### config.mk
export PLATFORM = sky130hd
export DESIGN_NAME = iiec_muldiv
export DESIGN_NICKNAME = d
export VERILOG_FILES = /design/src/sv/iiec_pkg.sv /design/src/sv/iiec_muldiv.sv
export SDC_FILE = /design/constraint.sdc
export NUM_CORES = 2
export LEC_CHECK = 0
export BUFFER_PORTS_ARGS = -buffer_cell sky130_fd_sc_hd__buf_2
export CORE_AREA = 2 2 336 338
export DETAILED_ROUTE_END_ITERATION = 6
export DIE_AREA = 0 0 338 340
export GPL_ROUTABILITY_DRIVEN = 1
export PLACE_DENSITY = 0.63
export SKIP_LAST_GASP = 1
export SYNTH_ARGS = -nofsm -noshare
export SYNTH_HDL_FRONTEND = slang
export SYNTH_SLANG_ARGS = --single-unit
### constraint.sdc
create_clock -name clk -period 12.3 [get_ports clk]
set_clock_uncertainty 0.05 [all_clocks]
set_input_delay 2.46 -clock clk [delete_from_list [all_inputs] [get_ports clk]]
set_output_delay 2.46 -clock clk [all_outputs]
set_load 0.02 [all_outputs]
### src/sv/iiec_pkg.sv
package iiec_pkg;

    localparam int REG_COUNT_DEF = 32;
    localparam int XLEN          = 64;
    localparam int LANE_BITS     = 16;
    localparam logic [11:0] SIGN12_MASK = 12'h800;

    // operation codes, loads and stores omitted
    typedef enum logic [5:0] {
        OP_ADD   = 6'd0,  OP_ADDI  = 6'd1,  OP_SUB   = 6'd2,  OP_MUL   = 6'd3,
        OP_DIV   = 6'd4,  OP_REM   = 6'd5,  OP_AND   = 6'd6,  OP_ANDI  = 6'd7,
        OP_OR    = 6'd8,  OP_ORI   = 6'd9,  OP_XOR   = 6'd10, OP_XORI  = 6'd11,
        OP_SLL   = 6'd12, OP_SLLI  = 6'd13, OP_SLR   = 6'd14, OP_SLRI  = 6'd15,
        OP_SAR   = 6'd16, OP_SARI  = 6'd17, OP_SLT   = 6'd18, OP_SLTI  = 6'd19,
        OP_SLTU  = 6'd20, OP_SLTUI = 6'd21, OP_BEQ   = 6'd22, OP_BNE   = 6'd23,
        OP_BLT   = 6'd24, OP_BGE   = 6'd25, OP_BLTU  = 6'd26, OP_BGEU  = 6'd27,
        OP_JAL   = 6'd28, OP_JALR  = 6'd29, OP_SCALL = 6'd30, OP_STRAP = 6'd31,
        OP_SRET  = 6'd32, OP_WFI   = 6'd33, OP_MOVZ  = 6'd34, OP_MOVP  = 6'd35,
        OP_MOVN  = 6'd36, OP_MOV   = 6'd37, OP_CSL   = 6'd38, OP_CSINC = 6'd39,
        OP_CSNEG = 6'd40
    } op_t;

    typedef enum logic [2:0] {
        CC_EQ  = 3'd0,
        CC_NE  = 3'd1,
        CC_LT  = 3'd2,
        CC_GE  = 3'd3,
        CC_LTU = 3'd4,
        CC_GEU = 3'd5
    } cond_t;

    typedef enum logic [2:0] {
        ST_IDLE,
        ST_EXEC,
        ST_MULDIV,
        ST_WRITE
    } state_t;

    typedef enum logic [1:0] {
        MD_MUL,
        MD_DIV,
        MD_REM
    } md_op_t;

    typedef struct packed {
        logic   start;
        md_op_t op;
    } md_req_t;

    typedef struct packed {
        logic            done;
        logic [XLEN-1:0] result;
    } md_resp_t;

endpackage

### src/sv/iiec_muldiv.sv
module iiec_muldiv (
    input  logic                         clk,
    input  logic                         rst_n,
    input  iiec_pkg::md_req_t            req,
    input  logic [iiec_pkg::XLEN-1:0]    op_a,
    input  logic [iiec_pkg::XLEN-1:0]    op_b,
    output iiec_pkg::md_resp_t           resp
);
    import iiec_pkg::*;

    localparam int HALF = XLEN / 2;

    logic              busy_reg;
    logic              done_reg;
    md_op_t            op_reg;
    logic [5:0]        cnt_reg;
    logic [XLEN-1:0]   acc_reg;
    logic [XLEN-1:0]   prod_reg;
    logic [XLEN:0]     rem_reg;
    logic [XLEN-1:0]   quo_reg;

    logic [HALF-1:0]   mul_x;
    logic [HALF-1:0]   mul_y;
    logic [XLEN-1:0]   prod_now;
    logic [XLEN:0]     shifted;
    logic              fits;
    logic              last;

    // shared 32x32 multiplier: lo*lo, lo*hi, hi*lo
    always_comb
    begin
        unique case (cnt_reg[1:0])
            2'd0:
            begin
                mul_x = op_a[HALF-1:0];
                mul_y = op_b[HALF-1:0];
            end
            2'd1:
            begin
                mul_x = op_a[HALF-1:0];
                mul_y = op_b[XLEN-1:HALF];
            end
            default:
            begin
                mul_x = op_a[XLEN-1:HALF];
                mul_y = op_b[HALF-1:0];
            end
        endcase
        prod_now = mul_x * mul_y;
    end

    // restoring divide step, one quotient bit a cycle
    always_comb
    begin
        shifted = {rem_reg[XLEN-1:0], quo_reg[XLEN-1]};
        fits    = shifted >= {1'b0, op_b};
        last    = (op_reg == MD_MUL) ? (cnt_reg == 6'd3) : (cnt_reg == 6'd63);
    end

    // sequencing
    always_ff @(posedge clk or negedge rst_n)
    begin
        if (!rst_n)
        begin
            busy_reg <= 1'b0;
            done_reg <= 1'b0;
            cnt_reg  <= '0;
            op_reg   <= MD_MUL;
        end
        else if (req.start)
        begin
            busy_reg <= 1'b1;
            done_reg <= 1'b0;
            cnt_reg  <= '0;
            op_reg   <= req.op;
        end
        else if (busy_reg)
        begin
            cnt_reg <= cnt_reg + 6'd1;
            if (last)
            begin
                busy_reg <= 1'b0;
                done_reg <= 1'b1;
            end
        end
        else
        begin
            done_reg <= 1'b0;
        end
    end

    // datapath
    always_ff @(posedge clk)
    begin
        if (req.start)
        begin
            acc_reg <= '0;
            rem_reg <= '0;
            quo_reg <= op_a;
        end
        else if (busy_reg)
        begin
            if (op_reg == MD_MUL)
            begin
                prod_reg <= prod_now;
                if (cnt_reg == 6'd1)
                    acc_reg <= prod_reg;
                else if (cnt_reg != 6'd0)
                    acc_reg <= acc_reg + {prod_reg[HALF-1:0], {HALF{1'b0}}};
            end
            else
            begin
                rem_reg <= fits ? (shifted - {1'b0, op_b}) : shifted;
                quo_reg <= {quo_reg[XLEN-2:0], fits};
            end
        end
    end

    // zero divisor falls out as all-ones quotient, dividend remainder
    always_comb
    begin
        resp.done = done_reg;
        unique case (op_reg)
            MD_MUL:  resp.result = acc_reg;
            MD_DIV:  resp.result = quo_reg;
            default: resp.result = rem_reg[XLEN-1:0];
        endcase
    end

endmodule

# After elaboration in Yosys (flattened, before gate mapping)

Index checks and enable logic that the tools add are counted.

Bits in registers: 266
Bits in latches: 0
Bits in writable memories: 0
Memory bits (read-only): 0
Bits of input ports: 133
Output and inout bits: 65
Logic and storage cells: 50
Memories: 0

Add/sub/neg operators: 3
$mul: 1
Div/mod/pow operators: 0
Magnitude comparators: 1
Equal/unequal tests: 7
Shift operators: 0
Multiplexer cells: 18
Bitwise operators: 2
Reductions and logical operators: 10

Operator list:

| operator              | count |
|---|---|
| $mux W64              | 6 |
| $pmux W64 S2          | 1 |
| $ge A65 B64 Y1        | 1 |
| $add A64 B64 Y64      | 1 |
| $mul A32 B32 Y64      | 1 |
| $mux W32              | 2 |
| $sub A64 B64 Y64      | 1 |
| $mux W6               | 2 |
| $mux W1               | 7 |
| $add A6 B1 Y6 const B | 1 |
| $eq A6 B1 Y1 const B  | 1 |
| $eq A6 B2 Y1 const B  | 1 |
| $eq A6 B6 Y1 const B  | 1 |
| $reduce_and A3 Y1     | 2 |
| $reduce_bool A6 Y1    | 1 |
| $eq A2 B1 Y1 const B  | 2 |
| $logic_not A2 Y1      | 2 |
| $reduce_and A2 Y1     | 2 |
| $reduce_bool A2 Y1    | 2 |
| $ne A3 B2 Y1 const B  | 1 |
| $ne A2 B2 Y1 const B  | 1 |
| $not A1 Y1            | 2 |
| $reduce_or A2 Y1      | 1 |

# Logic depth before layout (Yosys ltp)

Depth in word-level cells: 5
Gate-level depth with buffers: 36
Depth with buffers taken out: 31

# Worst setup path after synthesis

Ideal clock, no wire load.

Path type: input to register
Start point: input port op_a[41] in the netlist's numbering
End point: register prod_reg[62], data pin
Setup time: 0.269 ns
Data arrival time: 9.673 ns
Data required time: 11.981 ns
Setup slack: 2.308 ns
Stages: 30
Buffers on the path: 2
Cell sequence: mux2i_1 -> clkbuf_1 -> nor2_1 -> fa_1 -> inv_1 -> fa_1 -> inv_1 -> fa_1 -> inv_1 -> fa_1 -> inv_1 -> fa_1 -> fa_1 -> fa_1 -> inv_1 -> fa_1 -> inv_1 -> ha_1 -> clkbuf_1 -> a21o_1 -> a21o_1 -> a21oi_1 -> nand2_1 -> a21oi_2 -> o21ai_1 -> o31ai_1 -> nand2_1 -> a2111o_1 -> o311ai_0 -> a31oi_1

Word-level cells in the longest chain between the ends: 2

Ends and longest elaborated chain:

| what                   | RTL line           | source |
|---|---|---|
| start: declaration     | iiec_muldiv.sv:5   | `input logic [iiec_pkg::XLEN-1:0] op_a,` |
| $mux W32               | iiec_muldiv.sv:32  | `unique case (cnt_reg[1:0])` |
| $mul A32 B32 Y64       | iiec_muldiv.sv:49  | `prod_now = mul_x * mul_y;` |
| named net prod_now[62] | iiec_muldiv.sv:24  | `logic [XLEN-1:0] prod_now;` |
| end signal: assignment | iiec_muldiv.sv:105 | `prod_reg <= prod_now;` |
| end: declaration       | iiec_muldiv.sv:18  | `logic [XLEN-1:0] prod_reg;` |

The timed path passes the listed nets, and every way through them passes these cells.
A chain may end at the register's enable or synchronous reset.

# Final worst setup path

Start point: input port op_b[36] in the netlist's numbering
End point: register prod_reg[49], data pin

Word-level cells in the longest chain between the ends: 2

Ends and longest elaborated chain:

| what                   | RTL line          | source |
|---|---|---|
| start: declaration     | iiec_muldiv.sv:6  | `input logic [iiec_pkg::XLEN-1:0] op_b,` |
| $mux W32               | iiec_muldiv.sv:32 |  |
| $mul A32 B32 Y64       | iiec_muldiv.sv:49 |  |
| named net prod_now[49] | iiec_muldiv.sv:24 |  |

The timed path passes the listed nets, and every way through them passes these cells.

==> flow_metrics.tcl <==
set metrics [dict create \
    slew_headroom 0.001219 \
    clk-insertion-delay-late_ns 0.62 \
    status "finished, violations left" \
    cpMostUsedCell "fa_1" \
    stdcell_count 7323 \
    yosysSeqAreaShare 0.1340 \
    synthArstFlopShare 0.03759 \
    cts_buffer_depth 3 \
    first_pass_iters 6 \
    cp_slowest_cell "o21a_1" \
    die_h_um 340 \
    rsz0062_at_grt "no" \
    worst-path-buf-inv 6 \
    fin_crit_ns 10.90 \
    syn2layout_area_growth_pct 8.687 \
    finalMaxSlewViolations 0 \
    hpwl_um 157700 \
    vias_per_cell 5.715 \
    place_congestion 1.004 \
    hp-start "acc_reg[20]" \
    final_hold_viol_count 0 \
    grt_use_total 0.3354 \
    start_util 0.4453 \
    path_max_fanout 16 \
    nets 7182 \
    synth_fp_nets 7096 \
    core_area_mm2 0.1116 \
    dieArea_mm2 0.1149 \
    cpLargestDelayFamily "adder cells" \
    dr.first_iter.drc_count 4546 \
    syn-instance-count 5704 \
    setup_viol 0 \
    cp.required_ns 12.60 \
    grt_pass1_vias 42142 \
    synthesis.area_mm2 0.04969 \
    drive_above_1_share 0.1013 \
    path_class "input port to register" \
    io_buffers 197 \
    violations "capacitance limit" \
    worstPathArrival_ns 11.20 \
    cts_sinks 266 \
    cts_hold_buf 0 \
    antenna_found_initial 10 \
    cts_max_level 1 \
    synth-main-ff-cell "edfxtp_1" \
    ctsRootBufferMaster "clkbuf_16" \
    cts_tree "yes" \
    syn_avg_cell_area_um2 8.711 \
    worst_hold_path_type "register to register" \
    ant_nets 0 \
    cts_setup_buffers 0 \
    routedWlPerCell_um 26.16 \
    cts.reportedPaths.clkPinSlew_ns 0.07 \
    synth.distinct_cells 85 \
    cpPeakStageDelay_ns 0.75 \
    vias 41851 \
    worstReg2RegStart "cnt_reg[1]" \
    rows 123 \
    grt_pass1_wl_um 281800 \
    end_kind "register" \
    grt_start_max_net_pins 82 \
    ys_warn_count 0 \
    ys_ff_latch 266 \
    fin_setup_tns_ns 0 \
    post-place-cells 7257 \
    drt-total-wl_um 191600 \
    final_util 0.4840 \
    start_kind "input port" \
    drv_cap 1 \
    cts_buffers 31 \
    overflow 0 \
    worst_slew_pin_slew_ns 1.469 \
    synth_edf_count 128 \
    cp-startpoint "op_b[36]" \
    dieWidth_um 338 \
    drc 0 \
    fmax_mhz 91.71 \
    pin_count 198 \
    cts_resized 0 \
    period_share 0.8865 \
]
cell usage after synthesis, types with 89 or more instances:
library cell / number / area (um^2)
inv_1: 959 / 3600
fa_1: 898 / 17980
nand2_1: 785 / 2947
nor2_1: 733 / 2751
ha_1: 361 / 4517
clkbuf_1: 268 / 1006
o21ai_0: 247 / 1236
a21oi_1: 217 / 1086
mux2i_1: 131 / 1311
dfxtp_1: 128 / 2562
edfxtp_1: 128 / 3844
mux2_2: 100 / 1126
a21o_1: 96 / 720.7
xnor2_1: 89 / 779.5
kinds of logic (layout without fill, tap and decap cells):
family	after synthesis	count (layout)	share of synthesized area
AO/OA/AOI/OAI	813	813	0.1023
AND/OR/NAND/NOR	1732	1732	0.1409
other	0	8	0
buffers and inverters	1257	1368	0.09536
multiplexers	231	231	0.04905
XOR/XNOR	146	146	0.02573
flip-flops	266	266	0.1340
adder cells (fa/ha/maj)	1259	1259	0.4527
routing by layer:
layer,part of all wire,global-route usage
met3,0.10,0.06016
met5,0.00025,0
met2,0.44,0.5107
met1,0.40,0.4681
met4,0.056,0.1475
cells in the final DEF (no fill, tap or decap), types with 25 or more instances in the layout:
cell type	synthesis	routed
inv_1	959	958
fa_1	898	898
nand2_1	785	785
nor2_1	733	730
ha_1	361	360
o21ai_0	247	236
a21oi_1	217	216
buf_2	13	196
buf_4	1	151
dfxtp_1	128	128
edfxtp_1	128	128
mux2_2	100	100
mux2i_1	131	97
a21o_1	96	96
xnor2_1	89	89
xor2_1	57	57
o21a_1	51	51
nand4_1	41	41
nand3_1	37	37
nand2b_1	35	35
clkbuf_16	0	35
mux2i_2	0	30
a31oi_1	28	28
o21ai_1	22	25
nor2b_1	26	25
worst register-to-register path: cells and delay by family, from the launching register on:
family | cells | cell delay [ns]
XOR/XNOR | 1 | 0.16
multiplexers | 1 | 1.07
AND/OR/NAND/NOR | 2 | 0.97
AO/OA/AOI/OAI | 9 | 2.61
flip-flops | 1 | 0.39
buffers and inverters | 7 | 0.76
adder cells (fa/ha/maj) | 10 | 4.63
stage by stage:
stage                     setup WS, ns  hold WS [ns]  instance area, um^2
after global routing             1.148        0.4162                53990
after floorplan                  2.308        0.3857                49690
final                            1.396        0.4054                54010
after detailed placement         1.036        0.3958                52870
after global placement           1.105        0.3924                52870
after CTS                        1.637        0.4042                53990
final timing paths:
path | cells past startpoint | slack (ns) | endpoint
max | 28 | 1.40 | prod_reg[49]
min | 2 | 0.41 | acc_reg[20]
max reg2reg | 30 | 1.44 | prod_reg[49]
min reg2reg | 2 | 0.41 | acc_reg[20]
max in group asynchronous | 1 | 10.31 | op_reg[1]
min in group asynchronous | 1 | 1.67 | done_reg
cell type report:
type	count	area, um^2
fillers	10803	57570
multi-input cells	4181	38540
flip-flops and latches	266	6664
inverters	959	3600
repair buffers	351	2195
well taps	1500	1877
clock buffers	40	934.6
clock inverters	18	180.2
diodes	8	20.02
Power is left out: the tool's default activity adds up to more than one toggle a clock period on the data nets, which glitch-free logic cannot reach.
